--- src/sv/mse_pkg.sv ---
// Shared types and constants of the merge sort engine.
`default_nettype none

package mse_pkg;

    localparam int DATA_W            = 32;
    localparam int DEFAULT_MAX_ITEMS = 64;

    typedef logic signed [DATA_W-1:0] t_sample;

    // Which run heads still hold values during a merge step.
    typedef struct packed {
        logic a_live;
        logic b_live;
    } t_merge_ctl;

endpackage

`default_nettype wire

--- src/sv/mse_merge_unit.sv ---
// Compare and select unit: picks the smaller of two run heads.
`default_nettype none

module mse_merge_unit (
    input  wire mse_pkg::t_sample   i_head_a,
    input  wire mse_pkg::t_sample   i_head_b,
    input  wire mse_pkg::t_merge_ctl i_ctl,
    output logic                    o_take_a,
    output mse_pkg::t_sample        o_value
);

    // Ties go to the left run, as in a stable merge.
    always_comb begin
        o_take_a = i_ctl.a_live && (!i_ctl.b_live || (i_head_a <= i_head_b));
        o_value  = o_take_a ? i_head_a : i_head_b;
    end

endmodule

`default_nettype wire

--- config.mk ---
export PLATFORM = sky130hd
export DESIGN_NAME = mse_merge_unit
export DESIGN_NICKNAME = d
export VERILOG_FILES = /design/src/sv/mse_pkg.sv /design/src/sv/mse_merge_unit.sv
export SDC_FILE = /design/constraint.sdc
export NUM_CORES = 1
export LEC_CHECK = 0
export BUFFER_PORTS_ARGS = -buffer_cell sky130_fd_sc_hd__clkbuf_2
export CAP_MARGIN = 5
export CORE_ASPECT_RATIO = 0.8
export CORE_MARGIN = 8
export CORE_UTILIZATION = 47
export DETAILED_ROUTE_END_ITERATION = 12
export PLACE_DENSITY = 0.95
export SLEW_MARGIN = 0
export SYNTH_ARGS = -nofsm -noshare
export SYNTH_HDL_FRONTEND = slang
export SYNTH_SLANG_ARGS = --single-unit
export TNS_END_PERCENT = 50
--- constraint.sdc ---
create_clock -name vclk -period 5.7
set_input_delay 0.285 -clock vclk [all_inputs]
set_output_delay 0.285 -clock vclk [all_outputs]
set_load 0.01 [all_outputs]
==> results <==
- Setup repair after global routing left no endpoint under its margin.
- The via count normalized by instance count is 5.11.
- The clock buffer instance count of the final layout is 0.
- Walking the worst path, the cells encountered are clkbuf_2, inv_1, ha_1, a21oi_1, o21ai_0, a221o_1, a211oi_2, and4_4, o21a_4, mux2_2, clkbuf_2.
- Summing every instance area after synthesis gives 1390 µm².
- The detailed-route wire length is 3.91 mm.
- Each instance of the synthesized netlist takes up on average 9.00 µm².
- The cell with the largest stage delay on the worst path is sky130_fd_sc_hd__o21a_4.
- The congestion estimate from routability-driven global placement came to 0.806.
- The via count of the first global-routing pass is 1533.
- Counting both buffers and inverters, the worst setup path holds a total of 3.
- The class of the tightest hold or removal check is in -> out.
- After technology mapping, the gate count stands at 154.
- The final layout contains 350 nets.
- The total routed wire length on the met1 layer is 1.57 mm.
- The depth of the critical timing path with buffers and inverters included is 11.
- The endpoint class of the critical path is a primary output.
- The arrival time reported for the critical path endpoint is 2.85 ns.
- In the finished design, the share of the clock period the worst path needs comes to 0.550.
- In this design, the largest share of critical-path delay is due to compound AO/OA/AOI/OAI gates.
- The share of the Yosys chip area taken by registers is 0.
- The effective utilization at floorplan is 0.498.
- The most frequent cell on the critical path is sky130_fd_sc_hd__clkbuf_2.
- The synthesis-to-layout area growth is 34.8%.
- The total length of routed met3 wires is 384 µm.
- The final-report max-slew violation count is 0.
- The number of setup buffers added after CTS is 0.
- Entering global routing, the biggest net connects 33 pins.
- Buffers placed on the I/O ports in this run total 99.
- The share of post-route cells with drive strength above 1 is 0.540.
- From left edge to right edge, the die measures 76.7 µm.
- The peak supply drop is 0.0000623 V.
- The number of antenna diodes in the final layout is 0.
- Setup total negative slack on the finished layout was measured at 0 ns.
- The setup-violating endpoint count in the final report is 0.
- The run finished with clean final reports.
- The largest stage delay on the critical path is 0.53 ns.
- The top routing layer in use is met4.
- The number of antenna violations at the first check in global routing came to 0.
- Detailed placement ended at an HPWL of 3.61 mm.
- Buffers inserted to repair hold after CTS numbered 0.
- In the routed design, unresolved DRC markers number 0.
- The first global-routing pass estimated 6.55 mm of wire.
- The total of max-cap violations is 0.
- The height of the die is 64.6 µm.
- Dividing the detail-routed wire length by the instance count gives 13.6 µm.
- The synthesis warning total is 0.
- The total power density per cell area is 91.4 nW/µm².
- The smallest hold slack is 0.901 ns.
- The static leakage is 1.17 nW.
- The number of top-level pins is 99.
- Row generation in the floorplan step produced 17 rows.
- By startpoint and endpoint, the worst setup path is classified as in -> out.
- In the final layout, flip-flops and latches occupy 0 µm².
- In the layout the commonest cells are sky130_fd_sc_hd__clkbuf_2, sky130_fd_sc_hd__inv_1, sky130_fd_sc_hd__ha_1.
- In the global route stage, overall resource usage came out at 0.148.
- The worst slew margin relative to its limit is 0.593.
- The standard cell core area is 2790 µm².
- The worst path required time is 5.41 ns.
- The worst-path maximum fanout is 32.
- The final count of hold timing violations was 0.
- The count of nets left with antenna violations after detail routing is 0.
- Based on the critical path, the design can be clocked at up to 319 MHz.
- The number of nets produced by synthesis is 252.
- Summed over all layers, the global routing overflow is 0.
- The smallest clock period supported by the final layout is computed as 3.14 ns.
- The routed wire length on met2 is 1.94 mm.
- The DRC violation total after the first TritonRoute iteration is 44.
- For the pin with the worst max-slew slack, the measured transition is 0.610 ns.
- The detailed router placed 1472 vias in this run.
- The most common cell after layout, fill and taps aside is sky130_fd_sc_hd__clkbuf_2.
- The post-synthesis cell type count is 27.
- The total die area is 4950 µm².
- The launching element type of the critical path is a primary input.
- There are 0 flip-flops and latches.
- The number of iterations in the first detailed-routing pass is 4.
- The number of gates given a new drive strength after cts is 0.
- The worst hold path was traced through 3 stages.
final timing paths:
path    startpoint         end  slack (ns)
max   i_head_b[23]  o_value[1]        2.56
min    i_head_b[6]  o_value[6]        0.90
layout make-up:
type                            instances  area, µm²
Tap cell                               38       47.5
Timing Repair Buffer                   99        495
Multi-Input combinational cell        119       1210
Inverter                               32        120
Fill cell                             259        917
tightest hold or removal path, delay by kind of cell:
family,cells,cell delay [ns]
muxes,1,0.13
buffers and inverters,2,0.21
metrics by stage:
step | total power [W] | utilization | instance area [µm²] | worst slack (ns) | instances
2_1_floorplan | 0.000115 | - | 1390 | 3.22 | 154
3_3_place_gp | 0.000167 | 0.671 | 1870 | 2.64 | 288
3_5_place_dp | 0.000172 | 0.671 | 1870 | 2.56 | 288
4_1_cts | 0.000173 | 0.671 | 1870 | 2.57 | 288
5_1_grt | 0.000189 | 0.671 | 1870 | 2.41 | 288
6_report | 0.000171 | 0.671 | 1870 | 2.56 | 288
per-layer routing:
metal	global-route usage	vias to the layer above
met2	0.292	52
met3	0.0537	2
met4	0.00718	0
met5	0	-
met1	0.153	664
li1	-	754
synthesized netlist by cell type, types with 2 or more instances:
| cell type | number | share of area |
|---|---|---|
| sky130_fd_sc_hd__a21boi_0 | 2 | 0.011 |
| sky130_fd_sc_hd__nor2b_1 | 2 | 0.0090 |
| sky130_fd_sc_hd__mux2_2 | 2 | 0.016 |
| sky130_fd_sc_hd__buf_12 | 3 | 0.043 |
| sky130_fd_sc_hd__mux2_4 | 29 | 0.31 |
| sky130_fd_sc_hd__a21oi_1 | 13 | 0.047 |
| sky130_fd_sc_hd__nand4_1 | 7 | 0.032 |
| sky130_fd_sc_hd__nor2_1 | 4 | 0.011 |
| sky130_fd_sc_hd__ha_1 | 32 | 0.29 |
| sky130_fd_sc_hd__nand2_1 | 5 | 0.014 |
| sky130_fd_sc_hd__nand3_1 | 5 | 0.018 |
| sky130_fd_sc_hd__o211ai_1 | 2 | 0.011 |
| sky130_fd_sc_hd__inv_1 | 32 | 0.087 |
| sky130_fd_sc_hd__nor3_1 | 2 | 0.0072 |
| sky130_fd_sc_hd__o21ai_0 | 2 | 0.0072 |
power breakdown:
part / switching (W) / total [W] / internal, W
Combinational: 0.0000791 / 0.000171 / 0.0000917
Sequential: 0 / 0 / 0
Clock: 0 / 0 / 0
cell families after synthesis:
| logic type | after synthesis | share of synthesized area |
|---|---|---|
| buffers and inverters | 35 | 0.130 |
| AND/OR/NAND/NOR | 29 | 0.117 |
| AO/OA/AOI/OAI | 27 | 0.134 |
| multiplexers | 31 | 0.330 |
| adder cells (fa/ha/maj) | 32 | 0.289 |
Note: power is estimated with default switching activity, not from simulation.
